<file path="config.mk">
export PLATFORM = sky130hd
export DESIGN_NAME = imu_serial_frame_decoder
export DESIGN_NICKNAME = d
export VERILOG_FILES = /design/src/rtl/isfd_pkg.sv /design/src/rtl/isfd_framer.sv /design/src/rtl/isfd_scaler.sv /design/src/rtl/imu_serial_frame_decoder.sv
export SDC_FILE = /design/constraint.sdc
export NUM_CORES = 2
export LEC_CHECK = 0
export BUFFER_PORTS_ARGS = -buffer_cell sky130_fd_sc_hd__buf_2
export CAP_MARGIN = 25
export CORE_UTILIZATION = 40
export DETAILED_ROUTE_END_ITERATION = 8
export HOLD_SLACK_MARGIN = 0.03
export PLACE_DENSITY = 0.62
export SLEW_MARGIN = 20
export SYNTH_ARGS = -nofsm -noshare
export SYNTH_HDL_FRONTEND = slang
export SYNTH_SLANG_ARGS = --single-unit
export TNS_END_PERCENT = 20
</file>
<file path="constraint.sdc">
create_clock -name clk -period 11.3 [get_ports clk]
set_input_delay 0 -clock clk [delete_from_list [all_inputs] [get_ports clk]]
set_output_delay 0 -clock clk [all_outputs]
set_load 0.01 [all_outputs]
</file>
<file path="src/rtl/isfd_pkg.sv">
// Shared types and constants for the serial inertial sensor frame decoder.
package isfd_pkg;

  localparam int BYTE_W   = 8;
  localparam int RAW_W    = 16;
  localparam int SCALE_W  = 32;
  localparam int AXIS_W   = RAW_W + SCALE_W;
  localparam int POS_W    = 4;
  localparam int STORE_N  = 7;                      // type byte plus six axis bytes
  localparam int STORE_AW = $clog2(STORE_N);
  localparam int CFG_AW   = 1;
  localparam int OUT_TDATA_W = ((3 * AXIS_W + 2 + 7) / 8) * 8;

  localparam logic [BYTE_W-1:0] HDR_BYTE   = 8'h55;
  localparam logic [BYTE_W-1:0] TYPE_ACCEL = 8'h51;
  localparam logic [BYTE_W-1:0] TYPE_GYRO  = 8'h52;
  localparam logic [POS_W-1:0]  SUM_LEN    = 4'd10;

  localparam logic [SCALE_W-1:0] SCALE_ONE = 32'h0100_0000;

  // Input beat kind (carried on s_tuser)
  localparam logic CMD_DATA  = 1'b0;
  localparam logic CMD_CLEAR = 1'b1;

  // Result kind (carried on m_tuser)
  localparam logic KIND_ACCEL = 1'b0;
  localparam logic KIND_GYRO  = 1'b1;

  // Register indexes
  localparam logic [CFG_AW-1:0] REG_ACC_GAIN  = 1'd0;
  localparam logic [CFG_AW-1:0] REG_RATE_GAIN = 1'd1;

  // Decoded frame handed from the parser to the scaler
  typedef struct packed {
    logic                    kind;
    logic signed [RAW_W-1:0] raw_x;
    logic signed [RAW_W-1:0] raw_y;
    logic signed [RAW_W-1:0] raw_z;
    logic                    accel_seen;
    logic                    gyro_seen;
  } isfd_rec_t;

endpackage

</file>
<file path="src/rtl/isfd_framer.sv">
// Byte framer: header hunt, running checksum, type check and seen flags.
module isfd_framer (
  input  logic                            clk,
  input  logic                            rst,
  input  logic                            in_valid,
  output logic                            in_ready,
  input  logic                            in_cmd,
  input  logic [isfd_pkg::BYTE_W-1:0]     in_byte,
  output logic                            rec_valid,
  input  logic                            rec_ready,
  output isfd_pkg::isfd_rec_t             rec
);

  logic [isfd_pkg::POS_W-1:0]  byte_position, byte_position_next;
  logic [isfd_pkg::BYTE_W-1:0] running_sum, running_sum_next;
  logic                        accel_flag, accel_flag_next;
  logic                        gyro_flag, gyro_flag_next;
  logic [isfd_pkg::BYTE_W-1:0] frame_bytes [isfd_pkg::STORE_N];
  logic                        store_en;
  logic [isfd_pkg::STORE_AW-1:0] store_idx;
  logic                        emit;
  logic                        emit_kind;
  logic                        in_acc;

  assign in_ready  = !rec_valid || rec_ready;
  assign in_acc    = in_valid && in_ready;
  assign store_idx = isfd_pkg::STORE_AW'(byte_position - 4'd1);

  always_comb begin
    byte_position_next = byte_position;
    running_sum_next   = running_sum;
    accel_flag_next    = accel_flag;
    gyro_flag_next     = gyro_flag;
    store_en           = 1'b0;
    emit               = 1'b0;
    emit_kind          = isfd_pkg::KIND_ACCEL;
    if (in_acc) begin
      if (in_cmd == isfd_pkg::CMD_CLEAR) begin
        accel_flag_next = 1'b0;
        gyro_flag_next  = 1'b0;
      end else if (byte_position == '0 || byte_position > isfd_pkg::SUM_LEN) begin
        if (in_byte == isfd_pkg::HDR_BYTE) begin
          byte_position_next = 4'd1;
          running_sum_next   = in_byte;
        end else begin
          byte_position_next = '0;
        end
      end else if (byte_position < isfd_pkg::SUM_LEN) begin
        store_en           = (byte_position <= 4'(isfd_pkg::STORE_N));
        running_sum_next   = running_sum + in_byte;
        byte_position_next = byte_position + 4'd1;
      end else begin
        byte_position_next = '0;
        if (in_byte == running_sum) begin
          if (frame_bytes[0] == isfd_pkg::TYPE_ACCEL) begin
            accel_flag_next = 1'b1;
            emit            = 1'b1;
            emit_kind       = isfd_pkg::KIND_ACCEL;
          end else if (frame_bytes[0] == isfd_pkg::TYPE_GYRO) begin
            gyro_flag_next = 1'b1;
            emit           = 1'b1;
            emit_kind      = isfd_pkg::KIND_GYRO;
          end
        end
      end
    end
  end

  always_ff @(posedge clk) begin
    if (rst) begin
      byte_position <= '0;
      running_sum   <= '0;
      accel_flag    <= 1'b0;
      gyro_flag     <= 1'b0;
      rec_valid     <= 1'b0;
    end else begin
      byte_position <= byte_position_next;
      running_sum   <= running_sum_next;
      accel_flag    <= accel_flag_next;
      gyro_flag     <= gyro_flag_next;
      if (emit) begin
        rec_valid <= 1'b1;
      end else if (rec_ready) begin
        rec_valid <= 1'b0;
      end
    end
  end

  always_ff @(posedge clk) begin
    if (store_en) begin
      frame_bytes[store_idx] <= in_byte;
    end
    if (emit) begin
      rec.kind       <= emit_kind;
      rec.raw_x      <= {frame_bytes[2], frame_bytes[1]};
      rec.raw_y      <= {frame_bytes[4], frame_bytes[3]};
      rec.raw_z      <= {frame_bytes[6], frame_bytes[5]};
      rec.accel_seen <= accel_flag_next;
      rec.gyro_seen  <= gyro_flag_next;
    end
  end

endmodule

</file>
<file path="src/rtl/isfd_scaler.sv">
// Axis scaler: three 16x32 signed multiplies into the result register.
module isfd_scaler (
  input  logic                                 clk,
  input  logic                                 rst,
  input  logic                                 rec_valid,
  output logic                                 rec_ready,
  input  isfd_pkg::isfd_rec_t                  rec,
  input  logic [isfd_pkg::SCALE_W-1:0]         acc_gain,
  input  logic [isfd_pkg::SCALE_W-1:0]         rate_gain,
  output logic                                 out_valid,
  input  logic                                 out_ready,
  output logic                                 out_kind,
  output logic [isfd_pkg::OUT_TDATA_W-1:0]     out_data
);

  logic signed [isfd_pkg::AXIS_W-1:0] scale_ext;
  logic signed [isfd_pkg::AXIS_W-1:0] px, py, pz;
  logic [isfd_pkg::SCALE_W-1:0]       scale_sel;
  logic                               load;

  assign rec_ready = !out_valid || out_ready;
  assign load      = rec_valid && rec_ready;
  assign scale_sel = (rec.kind == isfd_pkg::KIND_GYRO) ? rate_gain : acc_gain;
  assign scale_ext = isfd_pkg::AXIS_W'($signed(scale_sel));

  assign px = isfd_pkg::AXIS_W'($signed(rec.raw_x)) * scale_ext;
  assign py = isfd_pkg::AXIS_W'($signed(rec.raw_y)) * scale_ext;
  assign pz = isfd_pkg::AXIS_W'($signed(rec.raw_z)) * scale_ext;

  always_ff @(posedge clk) begin
    if (rst) begin
      out_valid <= 1'b0;
    end else if (load) begin
      out_valid <= 1'b1;
    end else if (out_ready) begin
      out_valid <= 1'b0;
    end
  end

  always_ff @(posedge clk) begin
    if (load) begin
      out_kind <= rec.kind;
      out_data <= {{(isfd_pkg::OUT_TDATA_W - 3 * isfd_pkg::AXIS_W - 2){1'b0}},
                   rec.gyro_seen, rec.accel_seen, pz, py, px};
    end
  end

endmodule

</file>
<file path="src/rtl/imu_serial_frame_decoder.sv">
// Top level of the serial inertial sensor frame decoder.
//
// Takes one serial byte per beat on the slave stream and hunts for the
// header 0x55, then collects an 11-byte frame: header, type, six bytes of
// little-endian signed 16-bit X/Y/Z, two spare bytes and a checksum equal
// to the 8-bit wrapping sum of the first ten bytes (kept as a running sum).
// A good frame of type 0x51 (acceleration) or 0x52 (angular rate) emits one
// master beat with each axis multiplied by the Q8.24 scale register for its
// type, giving exact 48-bit Q.24 products, plus the sticky seen flags as
// they stand after that frame. A beat with s_tuser high clears both seen
// flags, emits nothing and leaves the framing state alone. Bad checksums and
// other types emit nothing. Rate: one byte per clock, sustained; s_tready
// only drops while both the parser's frame register and the result register
// hold beats that the master side has not taken. The checksum byte's result
// is registered in the frame parser register, then passes through the three
// parallel 16x32 multipliers into the result register.
// Write the scale registers only while no frame is in flight.
module imu_serial_frame_decoder (
  input  logic                                clk,
  input  logic                                rst,
  // slave stream: serial bytes
  input  logic                                s_tvalid,
  output logic                                s_tready,
  input  logic [7:0]                          s_tdata,   // [7:0] data_byte
  input  logic                                s_tuser,   // [0] cmd
  // master stream: scaled samples
  output logic                                m_tvalid,
  input  logic                                m_tready,
  // [47:0] axis_x, [95:48] axis_y, [143:96] axis_z, [144] accel_seen,
  // [145] gyro_seen, [151:146] zero
  output logic [isfd_pkg::OUT_TDATA_W-1:0]    m_tdata,
  output logic                                m_tuser,   // [0] frame_kind
  // register write channel
  input  logic                                cfg_valid,
  output logic                                cfg_ready,
  input  logic [isfd_pkg::CFG_AW-1:0]         cfg_addr,
  input  logic [isfd_pkg::SCALE_W-1:0]        cfg_data
);

  logic [isfd_pkg::SCALE_W-1:0] acc_gain;
  logic [isfd_pkg::SCALE_W-1:0] rate_gain;
  logic                         rec_valid;
  logic                         rec_ready;
  isfd_pkg::isfd_rec_t          rec;

  // Register writes are always accepted
  assign cfg_ready = 1'b1;

  always_ff @(posedge clk) begin
    if (rst) begin
      acc_gain  <= isfd_pkg::SCALE_ONE;
      rate_gain <= isfd_pkg::SCALE_ONE;
    end else if (cfg_valid && cfg_ready) begin
      unique case (cfg_addr)
        isfd_pkg::REG_ACC_GAIN:  acc_gain  <= cfg_data;
        isfd_pkg::REG_RATE_GAIN: rate_gain <= cfg_data;
        default: ;
      endcase
    end
  end

  // Frame parser: advance the byte position, hold the running sum,
  // drop frames with a bad checksum or an unknown type
  isfd_framer u_framer (
    .clk       (clk),
    .rst       (rst),
    .in_valid  (s_tvalid),
    .in_ready  (s_tready),
    .in_cmd    (s_tuser),
    .in_byte   (s_tdata),
    .rec_valid (rec_valid),
    .rec_ready (rec_ready),
    .rec       (rec)
  );

  // Scale the three axes and hold the result beat until it is taken
  isfd_scaler u_scaler (
    .clk         (clk),
    .rst         (rst),
    .rec_valid   (rec_valid),
    .rec_ready   (rec_ready),
    .rec         (rec),
    .acc_gain    (acc_gain),
    .rate_gain   (rate_gain),
    .out_valid   (m_tvalid),
    .out_ready   (m_tready),
    .out_kind    (m_tuser),
    .out_data    (m_tdata)
  );

endmodule

</file>
==> impl_metrics.csv <==
group,metric,value,unit
outcome,status,"completed",
cells_and_area,syn2layout_area_growth,7.72,%
cts,cts.path.max_buffers,3,
sta,fin_ws,1590,ps
sta,hold_viol_final,0,
pwr,power.leakage,33.6,nW
route,vias,45500,
pwr,irDropWorstVdd,0.000121,V
grt,grt-ovfl-total,0,
cts,clk_latency,650,ps
cts,cts_root_buf,"clkbuf_16",
critical_path,r2r_start,"u_framer.rec[50]",
critical_path,r2r_slack,1590,ps
grt,grt_max_degree,102,
critical_path,worstPathMaxFanout,23,
sta,skew,34.8,ps
critical_path,endpoint_kind,"flip-flop",
logic_synthesis,synth-xor-area-share,0.0212,
critical_path,critPathArrivalTime,10090,ps
logic_synthesis,synth_top_area_frac,0.450,
floorplan,boundaryPins,203,
cells_and_area,stdcell_area,69900,µm²
floorplan,row_count,147,
grt,grt_pass1_wl,272000,µm
sta,worstMarginPinSlew,1090,ps
logic_synthesis,synth_area,64800,µm²
cts,numCtsBuffers,41,
logic_synthesis,synth-seq-area-share,0.142,
pwr,power.density,119,nW/µm²
logic_synthesis,synth_top_family_by_area,"adder cells",
logic_synthesis,synth-seq-cells,334,
route,routed_wl,166000,µm
sta,fin_crit,9710,ps
logic_synthesis,syn_inst,6870,
floorplan,core_area,161000,µm²
logic_synthesis,synth_area_leader_cell,"fa_1",
cts,htree_levels,2,
sta,rsz0062_at_grt,"no",
floorplan,start_util,0.403,
placement,dp_hpwl,126000,µm
critical_path,startpoint_type,"flip-flop",
floorplan,die-area,164000,µm²
critical_path,r2r_end,"u_scaler.out_data[143]",
logic_synthesis,synth_fa_ha_area_frac,0.518,
sta,fin_setup_tns,0,ps
placement,dpl_cell_area,67900,µm²
critical_path,worst_r2r_path_depth,26,
sta,finalSetupViolCount,0,
sta,worst_hold_slack,105,ps
grt,grt.total_usage,0.213,
cells_and_area,fin_nets,8757,
cts,cts-resized-gates,0,
cts,clk_pin_slew_worst_paths,60,ps
route,drtIter0Drc,2836,
logic_synthesis,yosysUniqueCellTypes,69,
critical_path,crit_type,"reg2reg",
logic_synthesis,syn_avg_cell_area,9.44,µm²
floorplan,fp.dieH,405,µm
sta,max_freq,103,MHz
route,dr.pass1.iters,7,
cells_and_area,final_layout_size_suffix_gt1_frac,0.0603,
cts,postCtsSetupBuffers,0,
cts,ctsHoldBuffers,51,
hold_path,hp-class,"in2reg",
sta,max_slew_margin,0.253,
route,drc,0,
cells_and_area,multi_input_area,48100,µm²
cells_and_area,post-route-util,0.435,
placement,io_buffers,195,
hold_path,holdPathStages,3,
hold_path,hold_start,"rst",
logic_synthesis,synth_compound_area_frac,0.0480,
logic_synthesis,ys.flop_type,"edfxtp_1",
placement,dp.cells,8959,
logic_synthesis,async_flop_share,0,
route,ant_nets,0,
grt,antenna_found_initial,3,
logic_synthesis,synthMuxAreaShare,0.00681,
sta,post-route-period-util,0.860,
critical_path,required,11680,ps
cells_and_area,regArea,9230,µm²
logic_synthesis,synth_area_leaders,"fa_1, edfxtp_1, inv_1",
logic_synthesis,synth.yosys.warnings,0,
floorplan,fp.dieW,405,µm
cells_and_area,stdcell_count,9090,
logic_synthesis,synth_edf_count,254,
logic_synthesis,synth_simple_gate_area_frac,0.146,
run,maxCapViolations,0,
route,avgRoutedWirePerCell,18.2,µm
route,vias_per_cell,5.00,
cells_and_area,nFillCells,15600,
grt,grt_pass1_vias,49700,
cts,cts_sinks,334,
placement,place.gp.congestion,0.887,
hold_path,min_to,"acc_gain[22]",
cts,cts_tree,"yes",
placement,place_worst_setup_slack,1340,ps
sta,slew_viol_final,0,
pwr,p_total,8.28,mW
## registers in the layout (all words and copies together), names as in the netlist
signal / flops
u_scaler.out_valid: 1
u_framer.running_sum: 8
u_framer.accel_flag: 1
u_scaler.out_data: 146
u_framer.frame_bytes: 56
u_framer.rec_valid: 1
u_framer.byte_position: 4
acc_gain: 32
u_framer.rec: 51
u_framer.gyro_flag: 1
rate_gain: 32
u_scaler.out_kind: 1
## layout by cell type, fill, tap and decap left out, types with 118 or more instances in the layout
cell type and instances:
inv_1 1649, fa_1 1459, nand2_1 1056, and2_1 615
ha_1 352, edfxtp_1 254, a21oi_1 210, buf_2 195
nor2_1 164, xnor2_1 118
## cells in the mapped netlist (5+ instances only)
master,n
o2111ai_1,6
xnor2_1,118
xor2_1,39
fa_1,1459
ha_1,352
nor3_1,21
buf_1,5
a31oi_1,19
and2_1,615
mux2_2,33
o21a_1,22
mux2i_1,7
o21bai_1,27
a2111oi_0,5
o21ai_1,5
a21o_1,64
nor2b_1,20
buf_2,7
clkbuf_1,347
nand4_1,18
a21oi_1,211
and3_1,14
dfxtp_1,80
a21boi_0,5
inv_1,1649
o21ai_0,74
nand2b_1,16
edfxtp_1,254
o31ai_1,6
o211ai_1,7
buf_4,7
or2_2,11
nor2_1,164
a211oi_1,14
nand3_1,38
nor4_1,10
nand2_1,1056
## cell families after synthesis
kind of cell               after synthesis
muxes                                   40
buffers and inverters                 2018
xor gates and xnor gates               157
adders and majority gates             1811
and+or+nand+nor                       2005
other                                    2
AOI/OAI and AO/OA                      503
DFF                                    334
## critical path, stage by stage (launching register included)
cell	delay (ps)
edfxtp_1	730
buf_4	320
mux2_2	680
buf_4	430
nand2_1	130
fa_1	550
inv_1	60
fa_1	540
inv_1	50
fa_1	490
inv_1	50
fa_1	500
fa_1	490
inv_1	50
fa_1	470
inv_1	50
ha_1	410
nand4_1	310
nor4_1	870
nand3_1	180
a211oi_1	800
o211a_1	290
o31a_1	280
o211ai_1	180
o21ai_0	230
a21oi_1	120
xnor2_1	160
## cell type report
type	count	share of cell area
multi-input cells	4523	0.688
flip-flops and latches	334	0.132
clock buffers	50	0.0158
diodes	1	0.0000358
clock inverters	23	0.00340
repair buffers	347	0.0332
inverters	1652	0.0888
well taps	2160	0.0387
## power breakdown
group	switching, mW	total [mW]	internal [mW]
clock	0.603	1.34	0.733
sequential	0.00753	1.55	1.54
combinational	3.29	5.40	2.10
## routing by layer
layer	global-route usage	part of all wire	up-vias
li1	-	-	20200
met1	0.275	0.40	23700
met2	0.371	0.50	1307
met3	0.0259	0.059	254
met4	0.0658	0.032	0
met5	0	0	-
## how the worst max path moves through the flow
stage                                   endpoint  slack, ps  depth (start not counted)               start
after floorplan             u_scaler.out_data[0]       3630                          2  u_scaler.out_valid
after global placement    u_scaler.out_data[143]       1400                         26    u_framer.rec[50]
after detailed placement  u_scaler.out_data[143]       1340                         26    u_framer.rec[50]
after CTS                 u_scaler.out_data[143]       1290                         26    u_framer.rec[50]
after global routing      u_scaler.out_data[143]       1200                         25    u_framer.rec[50]
final                     u_scaler.out_data[143]       1590                         26    u_framer.rec[50]
(Power assumes the default switching activity.)
